$ cat config.mk
export PLATFORM = sky130hd
export DESIGN_NAME = fpa_mul
export DESIGN_NICKNAME = d
export VERILOG_FILES = /design/src/fpa_pkg.sv /design/src/fpa_mul.sv
export SDC_FILE = /design/constraint.sdc
export NUM_CORES = 2
export LEC_CHECK = 0
export ABC_AREA = 1
export BUFFER_PORTS_ARGS = -buffer_cell sky130_fd_sc_hd__buf_2
export CORE_UTILIZATION = 45
export DETAILED_ROUTE_END_ITERATION = 10
export GPL_ROUTABILITY_DRIVEN = 0
export PLACE_DENSITY = 0.72
export SLEW_MARGIN = 20
export SYNTH_ARGS = -nofsm -noshare
export SYNTH_HDL_FRONTEND = slang
export SYNTH_SLANG_ARGS = --single-unit
$ cat constraint.sdc
create_clock -name i_clk -period 10.1 [get_ports i_clk]
set_input_delay 0.505 -clock i_clk [delete_from_list [all_inputs] [get_ports i_clk]]
set_output_delay 0.505 -clock i_clk [all_outputs]
set_load 0.05 [all_outputs]
$ cat src/fpa_pkg.sv
`timescale 1ns / 1ps
`default_nettype none
// ----------------------------------------------------------------------------
// fpa_pkg
// Shared types and constants of the fixed-point alu pipeline.
// ----------------------------------------------------------------------------
package fpa_pkg;

    localparam int FRAC_BITS_DEF = 8;

    typedef enum logic [3:0] {
        OP_ADD  = 4'd0,
        OP_SUB  = 4'd1,
        OP_MUL  = 4'd2,
        OP_DIV  = 4'd3,
        OP_GT   = 4'd4,
        OP_LT   = 4'd5,
        OP_GE   = 4'd6,
        OP_LE   = 4'd7,
        OP_EQ   = 4'd8,
        OP_NE   = 4'd9,
        OP_MIN  = 4'd10,
        OP_MAX  = 4'd11,
        OP_INC  = 4'd12,
        OP_DEC  = 4'd13,
        OP_FINT = 4'd14,
        OP_TINT = 4'd15
    } t_op;

    // first stage: operands and the raw product
    typedef struct packed {
        t_op                op;
        logic signed [31:0] a;
        logic signed [31:0] b;
        logic signed [63:0] prod;
    } t_s1;

    // carried through the divider stages
    typedef struct packed {
        t_op         op;
        logic [31:0] res;
        logic        truth;
        logic        dz;
        logic        neg;
        logic [31:0] mag_a;
        logic [31:0] den;
        logic [31:0] rem;
        logic [31:0] quo;
    } t_div;

endpackage
`default_nettype wire

$ cat src/fpa_mul.sv
`timescale 1ns / 1ps
`default_nettype none
// ----------------------------------------------------------------------------
// fpa_mul
// Input stage: registers the request and the full 64-bit product.
// ----------------------------------------------------------------------------
module fpa_mul
    import fpa_pkg::*;
(
    input  wire                i_clk,
    input  wire                i_rst_n,
    input  wire                i_load,
    input  wire                i_valid,
    input  wire  [3:0]         i_operation,
    input  wire  signed [31:0] i_operand_a,
    input  wire  signed [31:0] i_operand_b,
    output logic               o_valid,
    output t_s1                o_data
);

    logic r_valid;
    t_s1  r_data;
    t_s1  n_data;

    always_comb begin
        n_data.op   = t_op'(i_operation);
        n_data.a    = i_operand_a;
        n_data.b    = i_operand_b;
        n_data.prod = 64'(i_operand_a) * 64'(i_operand_b);
    end

    always_ff @(posedge i_clk) begin
        if (!i_rst_n) begin
            r_valid <= 1'b0;
        end else if (i_load) begin
            r_valid <= i_valid;
        end
    end

    always_ff @(posedge i_clk) begin
        if (i_load) begin
            r_data <= n_data;
        end
    end

    assign o_valid = r_valid;
    assign o_data  = r_data;

endmodule
`default_nettype wire

**Yosys cells after proc, flatten, opt, wreduce, memory -nomap -nowiden**

Index checks and enable logic that the tools add are counted.

- Multiply operators: 1

Operators with widths:

| kind | count |
|---|---|
| multiplier 32 x 32 -> 64 bit | 1 |

- Register bits: 133
- Bits of input ports: 72
- Word-level logic and storage cells: 6

**Depth between registers and ports, before layout**

- Word-level depth: 1
- Mapped depth: 30

**Worst setup path before layout**

Ideal clock, no wire load.

- Kind: input to register
- Start: input i_operand_a[31]
- End: register r_data, in the netlist o_data[60] (data pin)
- Library setup time: 252 ps
- Arrival time: 7004 ps
- Data required time: 9848 ps
- Setup slack: 2844 ps
- Stages on the path: 28
- Buffers on the path: 1
- Cells stage by stage: clkbuf_1 > nand2_1 > inv_1 > fa_1 > inv_1 > fa_1 > inv_1 > fa_1 > fa_1 > inv_1 > fa_1 > inv_1 > fa_1 > inv_1 > fa_1 > fa_1 > inv_1 > ha_1 > a21oi_1 > inv_1 > nor2_1 > o21ai_0 > nand2_1 > nand2_1 > a21oi_1 > nand2_1 > nand2_1 > nand2_1

RTL lines:

| what | RTL line | source |
|---|---|---|
| from (decl) | fpa_mul.sv:15 | `input wire signed [31:0] i_operand_a,` |
| to (signal assigned) | fpa_mul.sv:42 | `r_data <= n_data;` |
| to (decl) | fpa_mul.sv:22 | `t_s1 r_data;` |

==> impl_metrics.json <==
{
  "max-slew-margin-rel_pct": 29.7,
  "count_of_pins_on_the_block_boundary": 205,
  "detail_route.iter0.violations": 2706,
  "std_cell_rows": 112,
  "cts.root.buffer_cell": "clkbuf_16",
  "grt_antenna_before_repair": 7,
  "maxSlewViolCount": 0,
  "die_h_um": 310,
  "post_cts_resize_count": 0,
  "tritoncts_clock_tree": "built",
  "synth.top_cell.area_share_pct": 50.8,
  "postSynthRegisterBits": 133,
  "synth-main-ff-cell": "edfxtp_1",
  "cts.repair_timing.setup_buffer_count": 0,
  "finClkSkew_ns": 0,
  "grt_setup_unrepaired": "false",
  "gr-total-overflow": 0,
  "nNetsFinal": 6541,
  "syn_nets": 6498,
  "hold_violations_final": 0,
  "filler_cell_count": 8990,
  "synth.lib_cells_used.distinct": 27,
  "ctsHoldBuffers": 0,
  "synthesis.yosys.warnings": 0,
  "design.die.area_mm2": 0.0961,
  "worst-slew-pin-transition_ns": 1.05,
  "drive_above_1_share_pct": 5.44,
  "synth_area_mm2": 0.0427,
  "drt-vias-per-instance": 5.02,
  "grt_pass1_vias": 35330,
  "cts-htree-levels": 4,
  "run_status": "completed",
  "buffer_ports.inserted": 204,
  "cts_buffers": 17,
  "drtPass1Iterations": 6,
  "groute.usage.overall_pct": 26.0,
  "grt_pass1_wl_um": 190000,
  "synthCells": 5160,
  "core_area_mm2": 0.0936,
  "detail_route.drc_violations": 0,
  "min_period_over_period_pct": 78.9,
  "clock_insertion_delay_worst_skew_ns": 0.51,
  "area_growth_pct": 6.09,
  "critical_path_launch_point_type": "primary input",
  "max_freq_mhz": 125,
  "reg_clk_slew_reported_paths_ns": 0.08,
  "wire_per_inst_um": 18.0,
  "dp_hpwl_um": 95500,
  "worstSetupEndpointType": "flop",
  "synth_most_common_cell": "inv_1",
  "routed_wl_um": 117000,
  "asyncSetResetFlopFracSynth_pct": 0,
  "r2r_slack_ns": 9.42,
  "worstPathArrival_ns": 8.25,
  "detailroute.via_count": 32504,
  "report.final.setup_viol": 0,
  "cp_data_required_time_ns": 10.38,
  "clockBufferDepth": 2,
  "clock-sinks": 133,
  "final.min_clock_period_ns": 7.97,
  "finalSetupTns_ns": 0,
  "worstSetupPathType": "primary input to flop",
  "initial_utilization_pct": 45.6,
  "drtAntennaViolNets": 0,
  "syn_avg_cell_area_um2": 8.27,
  "grt_start_max_net_pins": 75,
  "yosysSeqAreaShare_pct": 9.33,
  "synth_top_cell_by_area": "fa_1",
  "synth_edf_count": 132,
  "die-width_um": 310,
  "min-delay-path-class": "primary input to flop",
  "timing.max_cap.violations": 0,
  "worst-path-max-fanout": 33,
  "ys_top_cells_by_area": "fa_1 51%, inv_1 15%, nand2_1 13%",
  "post_synth_most_frequent_cells": "1,689 x inv_1, 1,498 x nand2_1, 1,082 x fa_1"
}
[stage by stage]
step	setup WS, ns	hold slack [ns]	instances	area (um2)	util [%]
2_1_floorplan	2.84	0.598	5160	42700	-
3_3_place_gp	1.83	0.524	6438	44600	47.7
3_5_place_dp	1.66	0.539	6438	44600	47.7
4_1_cts	2.24	0.111	6470	45300	48.4
5_1_grt	1.71	0.124	6471	45300	48.4
6_report	2.13	0.162	6473	45300	48.4
[cell families (layout without fill, tap and decap cells)]
group           after synthesis  after routing  share of synthesized area [%]
other cells                   0              3                              0
compound gates              105            105                           1.31
flops                       133            133                           9.33
simple gates               1738           1738                           15.9
fa+ha+maj                  1266           1266                           56.1
buf+inv                    1881           1937                           16.5
xor+xnor                     37             37                          0.759
[cells in the final DEF (no fill, tap or decap), types with 2 or more instances in the layout]
cell type     n
inv_1      1689
nand2_1    1498
fa_1       1082
buf_2       203
ha_1        184
edfxtp_1    132
nor2_1      108
a21oi_1      68
nand3_1      64
xor2_1       34
o21ai_0      24
clkbuf_16    17
nor2_2       14
nand4_1      14
nor3_1       13
buf_4        12
o21bai_1      9
or2_2         7
nand3_2       7
nand2_2       7
inv_8         5
inv_6         4
diode_2       3
xnor2_1       3
nor4_1        2
and3_1        2
o21a_1        2
bufinv_16     2
clkinv_8      2
clkinv_4      2
[worst paths after layout]
path	startpoint	to	depth (start not counted)
worst max-delay path	i_operand_b[5]	o_data[53]	26
worst min-delay path	i_operation[1]	o_data[129]	1
worst max register to register	o_valid	o_valid	2
worst min register to register	o_valid	o_valid	2
[state kept, by name, summed over array words and instances, names as in the netlist]
register	cells
o_valid	1
o_data	132
[metal layers]
layer | track usage [%] | up-vias | wire [um]
li1 | - | 14291 | -
met5 | 0 | - | 41
met1 | 33.1 | 16552 | 45400
met3 | 4.80 | 265 | 9220
met2 | 44.6 | 1390 | 58300
met4 | 8.25 | 6 | 3660
[worst max-delay path: stages]
cell and delay, ns:
buf_2 0.52, nand2_1 0.25, inv_1 0.15, fa_1 0.39, inv_1 0.25, fa_1 0.48
inv_1 0.23, fa_1 0.50, fa_1 0.82, inv_1 0.41, fa_1 0.59, inv_1 0.05
fa_1 0.53, inv_1 0.05, fa_1 0.47, inv_1 0.05, fa_1 0.45, ha_1 0.37
a21oi_1 0.31, nor2_1 0.07, nor2_1 0.15, o21ai_0 0.17, a21oi_1 0.22, nand3_1 0.12
nand2_1 0.07, nand2_1 0.05
[area by class of cell]
| cell class | count | area, um2 | share of cell area (%) |
|---|---|---|---|
| multi-input combinational | 3146 | 31600 | 69.9 |
| inverter | 1689 | 6340 | 14.0 |
| sequential | 133 | 3980 | 8.80 |
| tap | 1254 | 1570 | 3.47 |
| timing repair buffer | 216 | 1120 | 2.47 |
| clock buffer | 17 | 425 | 0.940 |
| clock inverter | 15 | 201 | 0.445 |
| antenna | 3 | 7.51 | 0.0166 |
Power is left out: the tool's default activity adds up to more than one toggle a clock period on the data nets, which glitch-free logic cannot reach.
