[config.mk]
export PLATFORM = sky130hd
export DESIGN_NAME = fpa_post
export DESIGN_NICKNAME = d
export VERILOG_FILES = /design/src/fpa_pkg.sv /design/src/fpa_post.sv
export SDC_FILE = /design/constraint.sdc
export NUM_CORES = 1
export LEC_CHECK = 0
export BUFFER_PORTS_ARGS = -buffer_cell sky130_fd_sc_hd__buf_2
export CAP_MARGIN = 10
export CELL_PAD_IN_SITES_DETAIL_PLACEMENT = 0
export CELL_PAD_IN_SITES_GLOBAL_PLACEMENT = 1
export CORE_ASPECT_RATIO = 1.4
export CORE_UTILIZATION = 25
export CTS_BUF_LIST = sky130_fd_sc_hd__clkbuf_8
export DETAILED_ROUTE_END_ITERATION = 8
export GPL_ROUTABILITY_DRIVEN = 0
export HOLD_SLACK_MARGIN = 0.05
export PLACE_DENSITY_LB_ADDON = 0.1
export SYNTH_ARGS = -nofsm -noshare
export SYNTH_HDL_FRONTEND = slang
export SYNTH_SLANG_ARGS = --single-unit
[constraint.sdc]
create_clock -name i_clk -period 2.3 [get_ports i_clk]
set_input_delay 0.115 -clock i_clk [delete_from_list [all_inputs] [get_ports i_clk]]
set_output_delay 0.115 -clock i_clk [all_outputs]
set_load 0.1 [all_outputs]
[src/fpa_pkg.sv]
`timescale 1ns / 1ps
`default_nettype none
// ----------------------------------------------------------------------------
// fpa_pkg
// Shared types and constants of the fixed-point alu pipeline.
// ----------------------------------------------------------------------------
package fpa_pkg;

    localparam int FRAC_BITS_DEF = 8;

    typedef enum logic [3:0] {
        OP_ADD  = 4'd0,
        OP_SUB  = 4'd1,
        OP_MUL  = 4'd2,
        OP_DIV  = 4'd3,
        OP_GT   = 4'd4,
        OP_LT   = 4'd5,
        OP_GE   = 4'd6,
        OP_LE   = 4'd7,
        OP_EQ   = 4'd8,
        OP_NE   = 4'd9,
        OP_MIN  = 4'd10,
        OP_MAX  = 4'd11,
        OP_INC  = 4'd12,
        OP_DEC  = 4'd13,
        OP_FINT = 4'd14,
        OP_TINT = 4'd15
    } t_op;

    // first stage: operands and the raw product
    typedef struct packed {
        t_op                op;
        logic signed [31:0] a;
        logic signed [31:0] b;
        logic signed [63:0] prod;
    } t_s1;

    // carried through the divider stages
    typedef struct packed {
        t_op         op;
        logic [31:0] res;
        logic        truth;
        logic        dz;
        logic        neg;
        logic [31:0] mag_a;
        logic [31:0] den;
        logic [31:0] rem;
        logic [31:0] quo;
    } t_div;

endpackage
`default_nettype wire

[src/fpa_post.sv]
`timescale 1ns / 1ps
`default_nettype none
// ----------------------------------------------------------------------------
// fpa_post
// Output stage: applies the quotient sign and holds the result.
// ----------------------------------------------------------------------------
module fpa_post
    import fpa_pkg::*;
(
    input  wire                i_clk,
    input  wire                i_rst_n,
    input  wire                i_load,
    input  wire                i_valid,
    input  t_div               i_data,
    output logic               o_valid,
    output logic signed [31:0] o_result,
    output logic               o_truth,
    output logic               o_dz
);

    logic        r_valid;
    logic [31:0] r_result;
    logic        r_truth;
    logic        r_dz;
    logic [31:0] n_result;

    always_comb begin
        n_result = i_data.res;
        if (i_data.op == OP_DIV) begin
            if (i_data.dz) begin
                n_result = '0;
            end else begin
                n_result = i_data.neg ? 32'(-i_data.quo) : i_data.quo;
            end
        end
    end

    always_ff @(posedge i_clk) begin
        if (!i_rst_n) begin
            r_valid <= 1'b0;
        end else if (i_load) begin
            r_valid <= i_valid;
        end
    end

    always_ff @(posedge i_clk) begin
        if (i_load) begin
            r_result <= n_result;
            r_truth  <= i_data.truth;
            r_dz     <= i_data.dz;
        end
    end

    assign o_valid  = r_valid;
    assign o_result = r_result;
    assign o_truth  = r_truth;
    assign o_dz     = r_dz;

endmodule
`default_nettype wire

# After elaboration in Yosys (flattened, before gate mapping)
# Cells that the tools add are included.
# Widths: inputs -> output; s select.
# word_totals
register_bits	35
input_bits	171
out_inout_bits	35
wordCells	9
# classes
addsub	1
n_eq_ne	1
muxes	3
# ops
cell	count
$mux 32	3
$neg 32->32	1
$eq 4x2->1 const B	1

# Logic depth before layout (Yosys ltp)
# logic_depth
depth_word	4
depth_mapped	7
mapped_depth_nobuf	7

# Least setup slack after synthesis
# Ideal clock, no wire load.
# synth_path
path_kind	input port to flip-flop
startpoint	input i_data[20] (netlist name)
endpoint	register r_result[28] (netlist: o_result[28]), data pin
setup_time_ps	145
arrival_time_ps	1767
t_required_ps	2155
setup_slack_ps	388
stages	6
path_buffers	1
path_cell_list	nor4_2 -> or4b_1 -> buf_2 -> or3_4 -> mux2_4 -> o21ai_1
# synth_via
elab_chain_len	4
# synth_lines
element	line	text
start, declared	fpa_post.sv:14	input t_div i_data,
$neg 32->32	fpa_post.sv:33	n_result = i_data.neg ? 32'(-i_data.quo) : i_data.quo;
$mux 32	fpa_post.sv:33	
$mux 32	fpa_post.sv:30	if (i_data.dz) begin
$mux 32	fpa_post.sv:29	if (i_data.op == OP_DIV) begin
via n_result[28]	fpa_post.sv:25	logic [31:0] n_result;
end signal, assigned	fpa_post.sv:48	r_result <= n_result;
end, declared	fpa_post.sv:22	logic [31:0] r_result;
# The timed path passes the listed nets, and every way through them passes these cells.
# A chain may end at the register's enable or synchronous reset.

# Final worst setup path
# layout_path
startpoint	input i_data[18] (netlist name)
endpoint	register r_result[31] (netlist: o_result[31]), data pin
# The elaborated chain is that of the path after synthesis.

==> results.toml <==
[setup_path]
required_ns = 2.33
cpMaxStageDelayCell = "or4b_1"
critPathTopFamily = "simple AND/OR/NAND/NOR gates"
critPathBufInv = 2
worstPathMaxFanout = 7
crit_path_start_kind = "primary input"
crit_arrival_ns = 1.96
r2r_cells = 2
crit_path_max_incr_delay_ns = 0.61
r2r_setup_slack_ns = 1.70
crit_path_end_kind = "register"
path_cells = "buf_2 -> nor4_2 -> or4b_1 -> o41ai_1 -> buf_4 -> xor2_1 -> o21ai_0"
path_depth = 7
critPathKind = "in2reg"

[detailed_routing]
drtIter0Drc = 60
drt_wl_total_um = 6660
ant_nets = 0
avgRoutedWirePerCell_um = 15.4
drc = 0
firstDrtPassIters = 4
vias_per_cell = 4.78
via_count = 2075

[sta]
hold_violations = 0
finClkSkew_ns = 0
final_max_slew_viol_count = 0
rsz0062_at_grt = "false"
period_share_pct = 83.8
slew_headroom_pct = 58.6
finalCriticalPeriod_ns = 1.93
finalSetupViolCount = 0
worst_pin_slew_ns = 0.622
setup_tns_ns = 0
fmax_mhz = 519

[clocking]
ctsResizeCount = 0
cts.clk_slew.worst_paths_ns = 0.07
clock_path_buffers = 2
numClockSinks = 35
cts_buffers = 5
htreeDepth = 2
cts_tree = "built"
cts_hold_buffers = 1
cts_setup_buffers = 0
cts_root_buffer = "clkbuf_8"
clk_latency_ns = 0.28

[yosys]
ys_warn_count = 0
syn_area_mm2 = 0.00215
async_flop_share_pct = 0
ys_types = 35
ys_ff_latch = 35
synth_edf_count = 34
avgSynthCellArea_um2 = 10.2
synthCells = 211
synth_ff_type = "edfxtp_1"
yosysSeqAreaShare_pct = 48.5
syn_nets = 383

[placed_design]
io_buffers = 109
dpl-instance-area_mm2 = 0.00289
placed_cells = 425
hpwlAfterDp_um = 5170

[global_routing]
grt_pass1_wl_um = 10000
grtUsageTotal_pct = 15.0
antenna_found_initial = 0
grt_start_max_net_pins = 25
grt_pass1_vias = 1955
overflow = 0

[cells_and_area]
synthToLayoutAreaGrowth_pct = 38.7
nNetsFinal = 503
stdcell_count = 434
mostFrequentLayoutCells = "buf_2 (109), nand2_1 (36), edfxtp_1 (34)"
final_common_cell = "buf_2"
diodes = 0
stdcell_area_mm2 = 0.00298
drive_above_1_share_pct = 40.4

[die]
io_pins = 206
die_x_um = 80.3
die_area_mm2 = 0.00897
start_util_pct = 26.1
coreArea_mm2 = 0.00825
rows = 39
die_y_um = 112

[power_and_ir_drop]
power_mw = 1.90
peakVddDrop_uv = 286
power.leakage_nw = 1.29
power_density_mw_per_mm2 = 637

[hold_path]
holdPathStages = 2
hold_class = "in2reg"

[flow_run]
cap_viol_max_count = 0

[outcome]
outcome = "completed"
## metal layers
| metal | up-vias | global-route usage (%) | part of all wire, % |
|---|---|---|---|
| met5 | - | 0 | 0 |
| met4 | 0 | 5.36 | 1.5 |
| met3 | 6 | 3.03 | 6.8 |
| met2 | 72 | 26.2 | 50 |
| met1 | 967 | 17.9 | 41 |
| li1 | 1030 | - | - |
## flip-flops by register name, indices dropped and copies added (netlist names)
| signal | cells |
|---|---|
| o_result | 32 |
| o_dz | 1 |
| o_truth | 1 |
| o_valid | 1 |
## cell families (layout without fill, tap and decap cells)
logic type	after synthesis	in the layout	share of synthesized area [%]
compound gates	56	56	17.2
simple gates	73	73	17.5
buf+inv	14	135	2.50
flops	35	35	48.5
mux	4	4	2.33
xor+xnor	28	28	11.4
fa+ha+maj	1	1	0.582
## cells in the mapped netlist (2+ instances only)
cell type	instances	area, um2
o21ai_0	24	120
nor3_1	2	10.0
nand4_1	3	18.8
nor4_2	2	25.0
a211oi_1	2	15.0
nand2_1	36	135
nand3b_1	3	22.5
mux2_4	2	30.0
mux2i_1	2	20.0
xnor2_1	6	52.6
nor2_1	7	26.3
nand3_1	4	20.0
nor4_1	3	18.8
clkbuf_1	9	33.8
nor3b_1	2	15.0
o31ai_1	15	113
nand2b_1	4	25.0
edfxtp_1	34	1020
o21ai_1	2	10.0
xor2_1	22	193
o41ai_1	9	78.8
inv_1	3	11.3
a22o_1	3	26.3
## through the flow
step / util [%] / setup slack, ns / hold slack, ns
floorplan: - / 0.388 / 0.214
global placement: 35.0 / 0.0795 / 0.305
detailed placement: 35.0 / 0.0710 / 0.309
CTS: 36.1 / 0.369 / 0.0509
global route: 36.1 / 0.256 / 0.0677
finish: 36.1 / 0.372 / 0.0520
## cell type report
type | count | area, um2
multi-input combinational | 162 | 1060
clock inverter | 3 | 11.3
clock buffer | 5 | 68.8
timing repair buffer | 124 | 661
tap | 102 | 128
sequential | 35 | 1040
inverter | 3 | 11.3
fill | 902 | 5270
## final timing paths
kind | from | to
worst max-delay path | i_data[18] | o_result[31]$_DFFE_PP_
worst min-delay path | i_rst_n | o_valid$_SDFFE_PN0P_
worst max register to register | o_valid$_SDFFE_PN0P_ | o_valid$_SDFFE_PN0P_
worst min register to register | o_valid$_SDFFE_PN0P_ | o_valid$_SDFFE_PN0P_
## report_power, final
group / switching, mW / leakage [nW] / total (mW) / internal (mW)
Sequential: 0.0125 / 0.341 / 0.773 / 0.761
Clock: 0.233 / 0.0444 / 0.435 / 0.202
Combinational: 0.539 / 0.909 / 0.688 / 0.148
Total: 0.785 / 1.29 / 1.90 / 1.11
(Power assumes the default switching activity.)
