==> src/fpa_pkg.sv <==
`timescale 1ns / 1ps
`default_nettype none
// ----------------------------------------------------------------------------
// fpa_pkg
// Shared types and constants of the fixed-point alu pipeline.
// ----------------------------------------------------------------------------
package fpa_pkg;

    localparam int FRAC_BITS_DEF = 8;

    typedef enum logic [3:0] {
        OP_ADD  = 4'd0,
        OP_SUB  = 4'd1,
        OP_MUL  = 4'd2,
        OP_DIV  = 4'd3,
        OP_GT   = 4'd4,
        OP_LT   = 4'd5,
        OP_GE   = 4'd6,
        OP_LE   = 4'd7,
        OP_EQ   = 4'd8,
        OP_NE   = 4'd9,
        OP_MIN  = 4'd10,
        OP_MAX  = 4'd11,
        OP_INC  = 4'd12,
        OP_DEC  = 4'd13,
        OP_FINT = 4'd14,
        OP_TINT = 4'd15
    } t_op;

    // first stage: operands and the raw product
    typedef struct packed {
        t_op                op;
        logic signed [31:0] a;
        logic signed [31:0] b;
        logic signed [63:0] prod;
    } t_s1;

    // carried through the divider stages
    typedef struct packed {
        t_op         op;
        logic [31:0] res;
        logic        truth;
        logic        dz;
        logic        neg;
        logic [31:0] mag_a;
        logic [31:0] den;
        logic [31:0] rem;
        logic [31:0] quo;
    } t_div;

endpackage
`default_nettype wire

==> src/fpa_div_step.sv <==
`timescale 1ns / 1ps
`default_nettype none
// ----------------------------------------------------------------------------
// fpa_div_step
// One restoring-division stage: brings in one numerator bit, yields one
// quotient bit.
// ----------------------------------------------------------------------------
module fpa_div_step
    import fpa_pkg::*;
#(
    parameter int FRAC_BITS = FRAC_BITS_DEF,
    parameter int BIT_POS   = 0
) (
    input  wire   i_clk,
    input  wire   i_rst_n,
    input  wire   i_load,
    input  wire   i_valid,
    input  t_div  i_data,
    output logic  o_valid,
    output t_div  o_data
);

    logic        r_valid;
    t_div        r_data;
    t_div        n_data;
    logic        num_bit;
    logic [32:0] trial;
    logic [32:0] diff;
    logic        ge;

    // numerator is mag_a shifted up by the fraction width
    generate
        if (BIT_POS >= FRAC_BITS) begin : g_abit
            assign num_bit = i_data.mag_a[BIT_POS - FRAC_BITS];
        end else begin : g_zero
            assign num_bit = 1'b0;
        end
    endgenerate

    always_comb begin
        trial      = {i_data.rem, num_bit};
        diff       = trial - {1'b0, i_data.den};
        ge         = (trial >= {1'b0, i_data.den});
        n_data     = i_data;
        n_data.rem = ge ? diff[31:0] : trial[31:0];
        n_data.quo = {i_data.quo[30:0], ge};
    end

    always_ff @(posedge i_clk) begin
        if (!i_rst_n) begin
            r_valid <= 1'b0;
        end else if (i_load) begin
            r_valid <= i_valid;
        end
    end

    always_ff @(posedge i_clk) begin
        if (i_load) begin
            r_data <= n_data;
        end
    end

    assign o_valid = r_valid;
    assign o_data  = r_data;

endmodule
`default_nettype wire

==> config.mk <==
export PLATFORM = sky130hd
export DESIGN_NAME = fpa_div_step
export DESIGN_NICKNAME = d
export VERILOG_FILES = /design/src/fpa_pkg.sv /design/src/fpa_div_step.sv
export SDC_FILE = /design/constraint.sdc
export NUM_CORES = 1
export LEC_CHECK = 0
export BUFFER_PORTS_ARGS = -buffer_cell sky130_fd_sc_hd__buf_2
export CAP_MARGIN = 20
export CORE_MARGIN = 1.5
export CORE_UTILIZATION = 43
export CTS_CLUSTER_DIAMETER = 50
export DETAILED_ROUTE_END_ITERATION = 6
export PLACE_DENSITY = 0.77
export SYNTH_ARGS = -nofsm -noshare
export SYNTH_HDL_FRONTEND = slang
export SYNTH_SLANG_ARGS = --single-unit
==> constraint.sdc <==
create_clock -name i_clk -period 2.3 [get_ports i_clk]
set_input_delay 0.23 -clock i_clk [delete_from_list [all_inputs] [get_ports i_clk]]
set_output_delay 0.23 -clock i_clk [all_outputs]
set_load 0.01 [all_outputs]
# Word level (Yosys, flattened, before mapping)
# Index checks and enable logic that the tools add are counted.
[classes] mux=1 n_lt_le_gt_ge=1 addsub=1
[op_table] op="$ge 33x32->1" n=1
[op_table] op="$mux 32" n=1
[op_table] op="$sub 32x32->32" n=1
[totals] output_inout_bits=168 register_bits=168 inputBits=171 wordCells=14

# Logic depth before layout (Yosys ltp)
[logic_depth] depth_word=2 ltp_mapped=13 depth_no_buf=10

# Worst setup path before layout
# Ideal clock, no wire load.
[synth_timing] path_kind="in2reg" from="input i_data[69] in the netlist's numbering" to="register r_data (netlist bit o_data[36]), data pin" path_buffers=2 required_ns=2.045 stages=11 setup_ns=0.255 arrival_time_ns=2.224 setup_slack_ns=-0.179 path_cell_list="inv_1 > ha_1 > and2_1 > a221o_1 > o311ai_2 > a31o_2 > o2111a_1 > a21o_1 > buf_6 > buf_6 > o21ai_2"
[synth_rtl] element="start, declared" line_no="fpa_div_step.sv:18" source="input t_div i_data,"
[synth_rtl] element="end signal, assigned" line_no="fpa_div_step.sv:59" source="r_data <= n_data;"
[synth_rtl] element="end, declared" line_no="fpa_div_step.sv:24" source="t_div r_data;"

==> flow_summary.json <==
{
  "pwr-share-clk_pct": 32.6,
  "crit_required_ns": 2.48,
  "postCtsSetupRepairBufs": 0,
  "fin_skew_ns": 0,
  "antenna_found_initial": 4,
  "muxShareOfSynthArea_pct": 0.2687,
  "drive_gt1_share_pct": 46.91,
  "routed_via_density": 5.030,
  "syn_avg_cell_area_um2": 14.17,
  "final.setup.tns_ns": 0,
  "leakage_nw": 5.385,
  "power_density_nw_per_um2": 706.4,
  "synthArstFlopShare_pct": 0,
  "min_period_over_period_pct": 97.98,
  "start_util_pct": 44.46,
  "drt_iter0_drc": 440,
  "hold_slack_ns": 0.02137,
  "ys_seq_area_share_pct": 67.57,
  "grt_max_degree": 52,
  "hold_viol_final": 0,
  "fp.dieW_um": 134.6,
  "synthFlopType": "edfxtp_1",
  "clk_latency_ns": 0.43,
  "cts_made_buffers": 17,
  "first_pass_iters": 5,
  "die_y_um": 134.6,
  "cts_sinks": 168,
  "maxCapViolations": 0,
  "synthSimpleGateAreaFrac_pct": 7.238,
  "syn_inst": 526,
  "ys_warn_count": 0,
  "dieArea_um2": 18130,
  "synth-xor-area-share_pct": 3.291,
  "hold_depth": 1,
  "syn_area_um2": 7451,
  "p_comb_share_pct": 22.9,
  "status": "finished, final reports clean",
  "fillers": 1100,
  "pin_count": 339,
  "fmax_mhz": 443.7,
  "worst_pin_slew_ns": 0.4950,
  "crit_type": "in2reg",
  "synth-edff-count": 167,
  "wl_per_cell_um": 19.35,
  "rrSetupSlack_ns": 1.64,
  "intPower_w": 0.006107,
  "worst_slack_ns": 0.04640,
  "synth_seq_cells": 168,
  "dp_hpwl_mm": 17.65,
  "drv_slew": 0,
  "drt_wl_total_mm": 25.31,
  "nets": 1276,
  "max_slew_margin_pct": 67.00,
  "core_um2": 16760,
  "synth_compound_area_share_pct": 12.46,
  "netSwitchingFraction_pct": 28.45,
  "cp.arrival_ns": 2.43,
  "rr_worst_depth": 2,
  "crit_fanout": 5,
  "layout_commonest_cell": "buf_2",
  "cts_max_level": 4,
  "p_sw_w": 0.002428,
  "hold_path_class": "in2reg",
  "port_buffers": 337,
  "end_kind": "flop",
  "synth_adder_area_share_pct": 5.642,
  "synth_top_family_by_area": "compound AO/OA/AOI/OAI gates",
  "cts_tree": "built",
  "gp_congestion": 0.8789,
  "grt_pass1_vias": 6413,
  "synth_nets": 730,
  "cts_max_path_buffers": 2,
  "clk_pin_slew_ns": 0.07,
  "via_count": 6579,
  "place_ws_ns": -0.3856,
  "fin_crit_ns": 2.254,
  "rsz0062_at_grt": "true",
  "layout_common_cells": "buf_2 (336), edfxtp_1 (167), dlygate4sd3_1 (128)",
  "areaGrowthSynthToFinish_pct": 62.17,
  "ant_nets": 0,
  "synth_cell_type_count": 51,
  "drc": 0,
  "ir_drop_mv": 0.5423,
  "p_seq_share_pct": 44.5,
  "grt_pass1_wl_mm": 36.18,
  "num_rows": 47,
  "grtUsageTotal_pct": 27.10,
  "start_kind": "primary input",
  "cts_root_buf": "clkbuf_16",
  "overflow": 0,
  "setup_violations": 0
}
final timing paths:
| path | start | to |
|---|---|---|
| hold reg to reg | o_valid | o_valid |
| setup / recovery | i_data[69] | o_data[59] |
| setup reg to reg | o_valid | o_valid |
| hold / removal | i_data[82] | o_data[82] |
final cells by class:
type / instances / area [um2] / share of cell area, %
antenna: 3 / 7.507 / 0.06213
clock buffer: 17 / 425.4 / 3.521
clock inverter: 15 / 150.1 / 1.243
inverter: 41 / 168.9 / 1.398
multi-input combinational: 303 / 2396 / 19.83
sequential: 168 / 5035 / 41.67
tap: 220 / 275.3 / 2.278
timing repair buffer: 541 / 3625 / 30.00
cell families after synthesis:
logic type / Yosys count
multiplexers: 2
XOR/XNOR: 28
AO/OA/AOI/OAI: 127
AND/OR/NAND/NOR: 113
buffers and inverters: 55
adder cells (fa/ha/maj): 33
flip-flops: 168
power by group through the flow:
| stage | clock network (W) | logic, W | registers [W] |
|---|---|---|---|
| floorplan | 0 | 0.000700 | 0.00402 |
| global placement | 0 | 0.00166 | 0.00385 |
| detailed placement | 0 | 0.00170 | 0.00386 |
| CTS | 0.00282 | 0.00188 | 0.00379 |
| global route | 0.00293 | 0.00209 | 0.00382 |
| finish | 0.00278 | 0.00195 | 0.00380 |
per-layer routing:
layer / part of all wire, % / global-route usage (%)
met1: 39 / 32.33
met5: 0.11 / 0
met3: 6.7 / 6.344
met4: 3.4 / 11.11
met2: 51 / 47.32
sequential cells by signal, summed over array words and instances, names as in the netlist:
register / cells
o_data: 167
o_valid: 1
repair_timing:
item | CTS | global route
hold buffers | 128 | 0
resized for setup | 0 | 15
hold endpoints to repair | 128 | 0
endpoints found under the setup margin | 0 | 32
synthesized netlist by cell type (5+ instances only):
cell / count / share of area (%)
edfxtp_1: 167 / 67
nand4_1: 8 / 0.67
o21ai_0: 12 / 0.81
o21bai_1: 5 / 0.50
nand3_1: 10 / 0.67
nor2_1: 18 / 0.91
buf_6: 6 / 0.91
xnor2_1: 12 / 1.4
xor2_1: 16 / 1.9
o21ai_2: 30 / 3.5
a21oi_1: 27 / 1.8
nand2_1: 49 / 2.5
ha_1: 32 / 5.4
inv_1: 41 / 2.1
a21o_1: 16 / 1.6
clkbuf_1: 7 / 0.35
worst max-delay path, cell delays in order:
cell and delay (ns):
buf_2 0.17, inv_12 0.04, ha_4 0.25, and2_4 0.15, a221o_1 0.33, o31a_1 0.29
o21ai_2 0.21, nand3b_1 0.17, a211oi_2 0.26, xor2_1 0.24, o21ai_2 0.08
metrics by stage:
stage          cell area (um2)  instances  util [%]  power (W)
3_5_place_dp             10090       1144     60.19   0.005553
5_1_grt                  12080       1306     72.06   0.008845
4_1_cts                  11950       1304     71.27   0.008495
2_1_floorplan             7611        526         -   0.004722
3_3_place_gp             10090       1144     60.19   0.005509
6_report                 12080       1308     72.09   0.008535
(Power assumes the default switching activity.)
