### src/fpa_pkg.sv
`timescale 1ns / 1ps
`default_nettype none
// ----------------------------------------------------------------------------
// fpa_pkg
// Shared types and constants of the fixed-point alu pipeline.
// ----------------------------------------------------------------------------
package fpa_pkg;

    localparam int FRAC_BITS_DEF = 8;

    typedef enum logic [3:0] {
        OP_ADD  = 4'd0,
        OP_SUB  = 4'd1,
        OP_MUL  = 4'd2,
        OP_DIV  = 4'd3,
        OP_GT   = 4'd4,
        OP_LT   = 4'd5,
        OP_GE   = 4'd6,
        OP_LE   = 4'd7,
        OP_EQ   = 4'd8,
        OP_NE   = 4'd9,
        OP_MIN  = 4'd10,
        OP_MAX  = 4'd11,
        OP_INC  = 4'd12,
        OP_DEC  = 4'd13,
        OP_FINT = 4'd14,
        OP_TINT = 4'd15
    } t_op;

    // first stage: operands and the raw product
    typedef struct packed {
        t_op                op;
        logic signed [31:0] a;
        logic signed [31:0] b;
        logic signed [63:0] prod;
    } t_s1;

    // carried through the divider stages
    typedef struct packed {
        t_op         op;
        logic [31:0] res;
        logic        truth;
        logic        dz;
        logic        neg;
        logic [31:0] mag_a;
        logic [31:0] den;
        logic [31:0] rem;
        logic [31:0] quo;
    } t_div;

endpackage
`default_nettype wire

### src/fpa_prep.sv
`timescale 1ns / 1ps
`default_nettype none
// ----------------------------------------------------------------------------
// fpa_prep
// Finishes all non-divide operations and sets up the divider magnitudes.
// ----------------------------------------------------------------------------
module fpa_prep
    import fpa_pkg::*;
#(
    parameter int FRAC_BITS = FRAC_BITS_DEF
) (
    input  wire   i_clk,
    input  wire   i_rst_n,
    input  wire   i_load,
    input  wire   i_valid,
    input  t_s1   i_data,
    output logic  o_valid,
    output t_div  o_data
);

    localparam logic [63:0] BIAS = (64'd1 << FRAC_BITS) - 64'd1;

    logic               r_valid;
    t_div               r_data;
    t_div               n_data;
    logic signed [63:0] prod_adj;
    logic signed [63:0] prod_scl;

    always_comb begin
        // truncate toward zero: bias negative products before the shift
        prod_adj = i_data.prod + (i_data.prod[63] ? $signed(BIAS) : 64'sd0);
        prod_scl = prod_adj >>> FRAC_BITS;

        n_data.op    = i_data.op;
        n_data.res   = '0;
        n_data.truth = 1'b0;
        n_data.dz    = 1'b0;
        n_data.neg   = i_data.a[31] ^ i_data.b[31];
        n_data.mag_a = i_data.a[31] ? 32'(-i_data.a) : i_data.a;
        n_data.den   = i_data.b[31] ? 32'(-i_data.b) : i_data.b;
        n_data.rem   = '0;
        n_data.quo   = '0;
        case (i_data.op)
            OP_ADD:  n_data.res = 32'(i_data.a + i_data.b);
            OP_SUB:  n_data.res = 32'(i_data.a - i_data.b);
            OP_MUL:  n_data.res = prod_scl[31:0];
            OP_DIV:  n_data.dz = (i_data.b == 32'sd0);
            OP_GT:   n_data.truth = (i_data.a > i_data.b);
            OP_LT:   n_data.truth = (i_data.a < i_data.b);
            OP_GE:   n_data.truth = (i_data.a >= i_data.b);
            OP_LE:   n_data.truth = (i_data.a <= i_data.b);
            OP_EQ:   n_data.truth = (i_data.a == i_data.b);
            OP_NE:   n_data.truth = (i_data.a != i_data.b);
            OP_MIN:  n_data.res = (i_data.a < i_data.b) ? i_data.a : i_data.b;
            OP_MAX:  n_data.res = (i_data.a > i_data.b) ? i_data.a : i_data.b;
            OP_INC:  n_data.res = 32'(i_data.a + 32'sd1);
            OP_DEC:  n_data.res = 32'(i_data.a - 32'sd1);
            OP_FINT: n_data.res = i_data.a << FRAC_BITS;
            OP_TINT: n_data.res = i_data.a >>> FRAC_BITS;
            default: n_data.res = '0;
        endcase
    end

    always_ff @(posedge i_clk) begin
        if (!i_rst_n) begin
            r_valid <= 1'b0;
        end else if (i_load) begin
            r_valid <= i_valid;
        end
    end

    always_ff @(posedge i_clk) begin
        if (i_load) begin
            r_data <= n_data;
        end
    end

    assign o_valid = r_valid;
    assign o_data  = r_data;

endmodule
`default_nettype wire

### config.mk
export PLATFORM = sky130hd
export DESIGN_NAME = fpa_prep
export DESIGN_NICKNAME = d
export VERILOG_FILES = /design/src/fpa_pkg.sv /design/src/fpa_prep.sv
export SDC_FILE = /design/constraint.sdc
export NUM_CORES = 1
export LEC_CHECK = 0
export BUFFER_PORTS_ARGS = -buffer_cell sky130_fd_sc_hd__buf_2
export CAP_MARGIN = 20
export CORE_MARGIN = 4
export CORE_UTILIZATION = 50
export CTS_BUF_LIST = sky130_fd_sc_hd__clkbuf_8
export DETAILED_ROUTE_END_ITERATION = 7
export GPL_TIMING_DRIVEN = 0
export PLACE_DENSITY = 0.86
export SLEW_MARGIN = 10
export SYNTH_ARGS = -nofsm -noshare
export SYNTH_HDL_FRONTEND = slang
export SYNTH_SLANG_ARGS = --single-unit
### constraint.sdc
create_clock -name i_clk -period 6.1 [get_ports i_clk]
set_clock_uncertainty 0.05 [all_clocks]
set_input_delay 1.22 -clock i_clk [delete_from_list [all_inputs] [get_ports i_clk]]
set_output_delay 1.22 -clock i_clk [all_outputs]
set_load 0.1 [all_outputs]
### Word level (Yosys, flattened, before mapping)

Index checks and enable logic that the tools add are counted.

| word-level totals | value |
|---|---|
| input bits | 136 |
| output and inout port bits | 168 |
| word-level logic and storage cells | 48 |
| register bits | 104 |

| cells by class | value |
|---|---|
| reduce and logical (&&, ||, !) cells | 2 |
| add/subtract/negate cells | 7 |
| eq/ne operators | 17 |
| multiplexer cells | 7 |
| bitwise logic cells | 1 |
| magnitude comparators | 4 |

Operators with widths:

| kind | number |
|---|---|
| 32-bit one-hot mux with 9 select lines | 1 |
| 32-bit 2-to-1 mux | 2 |
| 32-bit negator | 2 |
| 31-bit 2-to-1 mux | 2 |
| 40-bit by 9-bit adder with 40-bit output | 1 |
| 32-bit by 2-bit adder with 32-bit output, second input constant | 1 |
| 32-bit adder | 1 |
| 32-bit == test | 1 |
| 4-bit == test, second input constant | 8 |
| 32-bit greater-or-equal comparator | 1 |
| 32-bit greater-than comparator | 1 |
| 32-bit less-or-equal comparator | 1 |
| 32-bit zero test | 1 |
| 32-bit less-than comparator | 1 |
| 32-bit != test | 1 |
| 32-bit by 2-bit subtractor with 32-bit output, second input constant | 1 |
| 32-bit subtractor | 1 |
| 4-bit by 3-bit == test with 1-bit output, second input constant | 4 |
| 4-bit by 2-bit == test with 1-bit output, second input constant | 2 |
| 8-bit 2-to-1 mux | 1 |
| 1-bit one-hot mux with 6 select lines | 1 |
| 4-bit by 1-bit == test with 1-bit output, second input constant | 1 |
| 4-bit zero test | 1 |
| 1-bit XOR | 1 |

### Logic depth before layout (Yosys ltp)

Gate-level depths: netlist of the first run.

| depth | value |
|---|---|
| depth in word-level cells | 3 |
| depth in mapped cells | 20 |
| depth with buffers taken out | 20 |

### Worst setup path after synthesis of the first run

No wires, ideal clock.

| timing path | value |
|---|---|
| kind | input to register |
| from | in i_data[65] (netlist name) |
| to | reg r_data (netlist bit o_data[162]), data pin |
| data required time | 5,789 ps |
| data arrival time | 5,369 ps |
| setup time | 261 ps |
| stages | 20 |
| path slack | 421 ps |
| path buffers | 0 |
| path through | inv_1 -> ha_1 -> or3b_2 -> nand2b_1 -> nand2b_1 -> nor4_1 -> nand2_1 -> or3_1 -> xnor2_1 -> a21oi_1 -> ha_1 -> a21o_1 -> a21o_1 -> a21o_1 -> o2bb2ai_1 -> a31oi_1 -> a21boi_0 -> a31oi_1 -> xnor2_1 -> a221o_1 |

RTL lines:

| item | line | source |
|---|---|---|
| from (decl) | fpa_prep.sv:16 | `input t_s1 i_data,` |
| to (signal assigned) | fpa_prep.sv:74 | `r_data <= n_data;` |
| to (decl) | fpa_prep.sv:24 | `t_div r_data;` |

==> impl_metrics.ini, run 1 <==
[sta]
fmaxAchievable_mhz = 165
finalWorstSetupSlack_ns = 0.0554
max_slew.worst_pin.slew_ns = 1.15
maxSlewHeadroom_pct = 23.0
drv_slew = 0
finalCriticalPeriod_ns = 6.04
grt_setup_unrepaired = yes
hold_viol_final = 0
setup_viol = 0
fin_crit_sh_pct = 99.1
final.hold.worst_slack_ns = 0.531

[floorplanning]
area_of_the_core_um2 = 22100
fp.dieW_um = 159
initial_core_util_pct = 51.5
design.die.area_um2 = 25200
row_count = 54
io_pins = 304
die_height_um = 159

[worst_setup_path]
r2r_setup_slack_ns = 5.38
r2r_start = o_valid$_SDFFE_PN0P_
critPathCaptureType = flip-flop
crit_end = o_data[160]$_DFFE_PP_
r2r_cells = 2
worst-endpoint-arrival_ns = 6.09
worst-endpoint-required_ns = 6.15
critPathLaunch = i_data[65]
worstSetupPathType = primary input to flip-flop
timing.critical_path.fanout_max = 8
start_kind = primary input
timing.rr.end = o_valid$_SDFFE_PN0P_

[status]
status = finished with violations
failed_checks = DRC

[pwr]
power.static_leakage_uw = 0.00567
p_per_area_nw_per_um2 = 239
vdd_ir_drop_max_mv = 0.175

[hold_path]
timing.hold.worst_path_depth = 2
hp-class = flip-flop to flip-flop
holdCritStartpoint = o_valid$_SDFFE_PN0P_

[clock_tree]
numCtsBuffers = 9
clk_sink_count = 104
htree_num_levels = 3
cts-hold-fix-buffers = 0
insertion_delay_ns = 0.37
cts-root-to-sink-buffers = 2
cts_tree = built
cts_root_buf = clkbuf_8
clk_pin_slew_worst_paths_ns = 0.11

[final_layout]
num-fill-cells = 1912
flow.area_growth_from_synthesis_pct = 18.4
fraction_of_layout_cells_with_a_size_suffix_above_1_pct = 21.1
layout.nets = 1846
final_core_utilization_pct = 61.0
post_route_cell_area_um2 = 13500
num_antenna_cells = 0

[global_route]
grt_overflow_total = 0
first_pass_grt_wire_length_um = 71500
grt_max_degree = 57
antenna_violations_before_repair = 0
track_usage_pct = 36.6
grt_pass1_vias = 11400

[logic_synthesis]
syn-mean-instance-area_um2 = 8.45
async_reset_ff_share_pct = 0
synth-seq-cells = 104
synth_top_area_cell = edfxtp_1
yosys_warnings = 0
leading_post_synthesis_cells_by_cell_area = edfxtp_1 (27%), xnor2_1 (9.9%), ha_1 (8.0%)
synth_area_um2 = 11400
syn_inst = 1347
synth_top_cell_area_share_pct = 27.2
ys_dominant_reg_cell = edfxtp_1
yosys.cell_types.count = 68
yosysSeqAreaShare_pct = 27.4
synth_enable_flop_cells = 103

[run]
max_cap_viol_count = 0

[routing]
detailedRoute.firstIterationViolations = 1863
dr.pass1.iters = 8
avgRoutedWirePerCell_um = 25.6
ant_nets = 0
routed_wl_um = 49200
remaining_drc_errors = 7
vias_per_cell = 6.41
num_vias = 12300

[placed_design]
worst_setup_slack_after_placement_ns = -1.09
dpl.hpwl_um = 39600
gpl.final_weighted_congestion = 1.05
io_buffer_count = 207
postPlaceCellArea_um2 = 13000
[worst min-delay path by stage]
stage	slack (ns)	endpoint
3_5_place_dp	0.52	o_valid$_SDFFE_PN0P_
3_3_place_gp	0.44	o_valid$_SDFFE_PN0P_
6_report	0.53	o_valid$_SDFFE_PN0P_
5_1_grt	0.56	o_valid$_SDFFE_PN0P_
4_1_cts	0.53	o_valid$_SDFFE_PN0P_
2_1_floorplan	0.93	o_valid$_SDFFE_PN0P_
[synthesized netlist by cell type (28+ instances only)]
master / n
mux2i_1: 37
clkbuf_1: 71
inv_1: 50
xor2_1: 39
edfxtp_1: 103
nand3_1: 35
nand2_1: 95
xnor2_1: 128
a21oi_1: 113
ha_1: 73
buf_4: 65
nor2_1: 94
a21o_1: 28
o21ai_0: 73
[worst max-delay path, stage by stage]
cell and delay (ns):
buf_2 0.13, clkinvlp_4 0.16, ha_2 0.23, or3b_2 0.53, and4b_2 0.40, nand2_1 0.12
nor2_1 0.15, nand4_1 0.14, or3_1 0.40, xnor2_1 0.25, a21oi_2 0.13, ha_1 0.32
clkbuf_1 0.32, nand4_1 0.14, o21ai_1 0.28, o22ai_1 0.20, a221o_1 0.33, a2111oi_2 0.42
o221ai_1 0.22
[repair_timing]
action	in CTS	in global routing
endpoints found under the setup margin	12	22
buffers inserted	2	4
pin swaps	2	10
gates resized for setup	16	27
hold endpoints to repair	0	0
[cells by family (layout without fill, tap and decap cells)]
kind of cell    Yosys count  after routing  share of synthesized area [%]
compound gates          396            396                           23.1
mux                      39             39                           3.45
other cells               1             64                         0.0330
simple gates            372            372                           16.3
fa+ha+maj                75             75                           8.38
xor+xnor                167            167                           12.9
buf+inv                 193            423                           8.52
flops                   104            104                           27.4
[per-layer routing]
layer,up-vias,part of all wire (%),GRT usage (%)
li1,5463,-,-
met1,5596,40,52.2
met2,1088,41,53.9
met3,161,15,10.0
met4,0,4.1,12.0
met5,-,0,0
[per-stage QoR]
step,total power (µW),TNS (ns),cells
2_1_floorplan,2280,0,1410
3_3_place_gp,2680,-10.21,1897
3_5_place_dp,2690,-11.32,1898
4_1_cts,3160,0,1916
5_1_grt,3320,-0.200,1920
6_report,3220,0,1920
[flip-flops by register name, summed over array words and instances, names as in the netlist]
register	flops
o_data	103
o_valid	1
[final cells by class]
class,count,area (µm²),area share (%)
Buffer,143,790,5.86
Clock buffer,9,124,0.920
Clock inverter,7,95.1,0.706
Inverter,50,191,1.42
Multi-Input combinational cell,1113,7690,57.1
Sequential cell,104,3110,23.1
Tap cell,280,350,2.60
Timing Repair Buffer,214,1110,8.25
[where the power goes]
| part | internal (µW) | switching, µW | total [µW] |
|---|---|---|---|
| Clock | 203 | 271 | 473 |
| Combinational | 430 | 1410 | 1840 |
| Sequential | 882 | 20.7 | 903 |
| Total | 1520 | 1700 | 3220 |
[cells in the final DEF (no fill, tap or decap), drive strengths merged, types with 16 or more instances in the layout]
master / n
a21o: 28
a21oi: 113
buf: 284
clkbuf: 82
conb: 64
edfxtp: 103
ha: 73
inv: 53
mux2i: 37
nand2: 95
nand2b: 16
nand3: 35
nand4: 23
nor2: 94
nor3: 16
o21ai: 77
o221ai: 18
or3: 23
xnor2: 128
xor2: 39
No activity file was read; power rests on OpenSTA's default activity.
==> run 2, diff against run 1 <==
--- a/config.mk
+++ b/config.mk
@@ -9,2 +9,3 @@
 export CAP_MARGIN = 20
+export CORE_ASPECT_RATIO = 0.9
 export CORE_MARGIN = 4
==> constraint.sdc (replaced) <==
create_clock -name i_clk -period 6.1 [get_ports i_clk]
set_clock_uncertainty 0.05 [all_clocks]
set_input_delay 0 -clock i_clk [delete_from_list [all_inputs] [get_ports i_clk]]
set_output_delay 0 -clock i_clk [all_outputs]
set_load 0.1 [all_outputs]
==> run 2 against run 1 <==
- the flow now finishes without violations
- worst hold slack lost 0.51 ns
- global-route usage is 0.18 points lower
- core utilization decreased by 0.43 points
- total power rose by 0.56%
- via count about the same
- first-iteration DRC count increased by 7.5%
- sequential power barely moved
- non-clock buffer count is 20 higher
- setup slack better by 0.26 ns
==> impl_metrics.ini, run 2 (synthesis gave the netlist of run 1 again) <==
[global_route]
antenna_violations_before_repair = 2
grt_overflow_total = 0
track_usage_pct = 36.4
first_pass_grt_wire_length_um = 69500
grt_pass1_vias = 11400
grt_max_degree = 76

[worst_setup_path]
worst-endpoint-required_ns = 6.19
critical-path-top-cell-by-count = a21o_1
timing.critical_path.cells = dlygate4sd3_1 -> buf_2 -> inv_1 -> ha_1 -> or3b_2 -> nand2b_1 -> nand2b_1 -> nor4_2 -> nand2_1 -> or3_1 -> xnor2_1 -> a21oi_1 -> ha_1 -> a21o_1 -> a21o_1 -> a21o_1 -> o2bb2ai_1 -> a31oi_1 -> a21boi_0 -> a31oi_2 -> xnor2_1 -> a221o_1
critical_path_depth = 22
r2r_cells = 3
worst-endpoint-arrival_ns = 5.88
timing.critical_path.fanout_max = 5
start_kind = primary input
crit_slowest_cell = dlygate4sd3_1
cpLargestDelayFamily = compound AO/OA/AOI/OAI gates
slowest_delay_ns = 0.54
worstSetupPathType = primary input to flip-flop
critPathLaunch = i_data[64]
r2r_start = o_valid$_SDFFE_PN0P_
crit_end = o_data[162]$_DFFE_PP_
timing.rr.end = o_valid$_SDFFE_PN0P_
r2r_setup_slack_ns = 4.84
critPathCaptureType = flip-flop
worstPathBufferInverterCount = 3

[clock_tree]
clk_pin_slew_worst_paths_ns = 0.12
htree_num_levels = 3
cts_tree = built
cts-root-to-sink-buffers = 2
cts_root_buf = clkbuf_8
clk_sink_count = 104
insertion_delay_ns = 0.37
post-cts-setup-buffer-count = 0
numCtsBuffers = 9

[sta]
max_slew.worst_pin.slew_ns = 0.965
setup_total_negative_slack_ns = 0
drv_slew = 0
fmaxAchievable_mhz = 173
fin_crit_sh_pct = 94.9
grt_setup_unrepaired = no
hold_viol_final = 0
setup_viol = 0
finalCriticalPeriod_ns = 5.79
maxSlewHeadroom_pct = 35.7

[pwr]
power.internal_uw = 1550
clkPwrFrac_pct = 15.5
power.switching_uw = 1680
power.static_leakage_uw = 0.00571
combPwrFrac_pct = 56.6
vdd_ir_drop_max_mv = 0.200
seqPwrFrac_pct = 27.9
p_per_area_nw_per_um2 = 238
swShare_pct = 52.0

[routing]
detailedRoute.firstIterationViolations = 2003
remaining_drc_errors = 0
routed_wl_um = 48600
vias_per_cell = 6.28
avgRoutedWirePerCell_um = 24.8
ant_nets = 0
num_vias = 12300
dr.pass1.iters = 8

[floorplanning]
initial_core_util_pct = 50.7
die_height_um = 151
area_of_the_core_um2 = 22400
fp.dieW_um = 167
io_pins = 304
row_count = 52
design.die.area_um2 = 25200

[placed_design]
number_of_placed_instances_taps_included = 1916
postPlaceCellArea_um2 = 13100
io_buffer_count = 207
dpl.hpwl_um = 39300
gpl.final_weighted_congestion = 1.03

[run]
max_cap_viol_count = 0

[final_layout]
register_area_um2 = 3110
flow.area_growth_from_synthesis_pct = 19.4
multi_input_area_um2 = 7570
post_route_cell_area_um2 = 13600
final_common_cell = buf_2
layout.nets = 1866
fin_cells = 1959
fraction_of_layout_cells_with_a_size_suffix_above_1_pct = 19.0
largest_register_ffs = 103
mostFrequentLayoutCells = buf_2 (207), xnor2_1 (128), a21oi_1 (113)
num-fill-cells = 2019

[hold_path]
hp-class = primary input to flip-flop

[status]
status = finished, final reports clean
run 2: cell count changes in the layout (fill, tap and decap cells not counted), moves of 4 or more:
cell / before / now
buf_4: 72 / 67
dlygate4sd3_1: 0 / 25
clkbuf_2: 6 / 0
clkbuf_1: 67 / 71
run 2: power by group through the flow:
| stage | logic [µW] | clock network (µW) | registers (µW) |
|---|---|---|---|
| final | 1830 | 501 | 904 |
| after detailed placement | 1770 | 0 | 920 |
| after CTS | 1780 | 500 | 904 |
| after floorplan | 797 | 0 | 1480 |
| after global routing | 1900 | 534 | 911 |
| after global placement | 1760 | 0 | 917 |
run 2: cell type report:
cell class	instances	share of cell area [%]
repair buffers	234	9.74
diodes	2	0.0368
plain buffers	143	5.76
clock buffers	9	0.912
clock inverters	7	0.801
flip-flops and latches	104	22.9
well taps	297	2.74
multi-input cells	1113	55.7
inverters	50	1.38
run 2: worst min-delay path: cells and delay by family:
| kind | cells | cell delay (ns) |
|---|---|---|
| compound gates | 2 | 0.22 |
| buf+inv | 1 | 0.10 |
run 2: worst min path at each step:
stage / from / endpoint / slack, ns / depth (start not counted)
CTS: i_data[65] / o_data[132]$_DFFE_PP_ / 0.003 / 3
global route: i_load / o_data[153]$_DFFE_PP_ / 0.02 / 1
floorplan: i_data[128] / o_data[163]$_DFFE_PP_ / 0.05 / 0
finish: i_data[65] / o_data[132]$_DFFE_PP_ / 0.02 / 3
detailed placement: i_rst_n / o_valid$_SDFFE_PN0P_ / 0.17 / 2
global placement: i_rst_n / o_valid$_SDFFE_PN0P_ / 0.16 / 2
run 2: stage by stage:
| stage | worst slack [ns] | hold WS, ns | total power, µW | utilization [%] |
|---|---|---|---|---|
| floorplan | 1.64 | 0.0489 | 2280 | - |
| global placement | 0.194 | 0.160 | 2670 | 58.0 |
| detailed placement | 0.206 | 0.172 | 2690 | 58.2 |
| CTS | 0.162 | 0.00281 | 3190 | 60.4 |
| global route | 0.0519 | 0.0196 | 3350 | 60.5 |
| finish | 0.313 | 0.0178 | 3240 | 60.5 |
run 2: per-layer routing:
layer	GRT usage, %	up-vias	wire (µm)
li1	-	5509	-
met1	52.2	5658	19800
met2	54.5	1003	19900
met3	9.11	134	7330
met4	10.6	0	1630
met5	0	-	0
run 2: what timing repair did:
| action | CTS | global route |
|---|---|---|
| setup endpoints to repair | 0 | 3 |
| hold endpoints to repair | 24 | 0 |
| gates resized for setup | 0 | 5 |
| hold buffers | 25 | 0 |
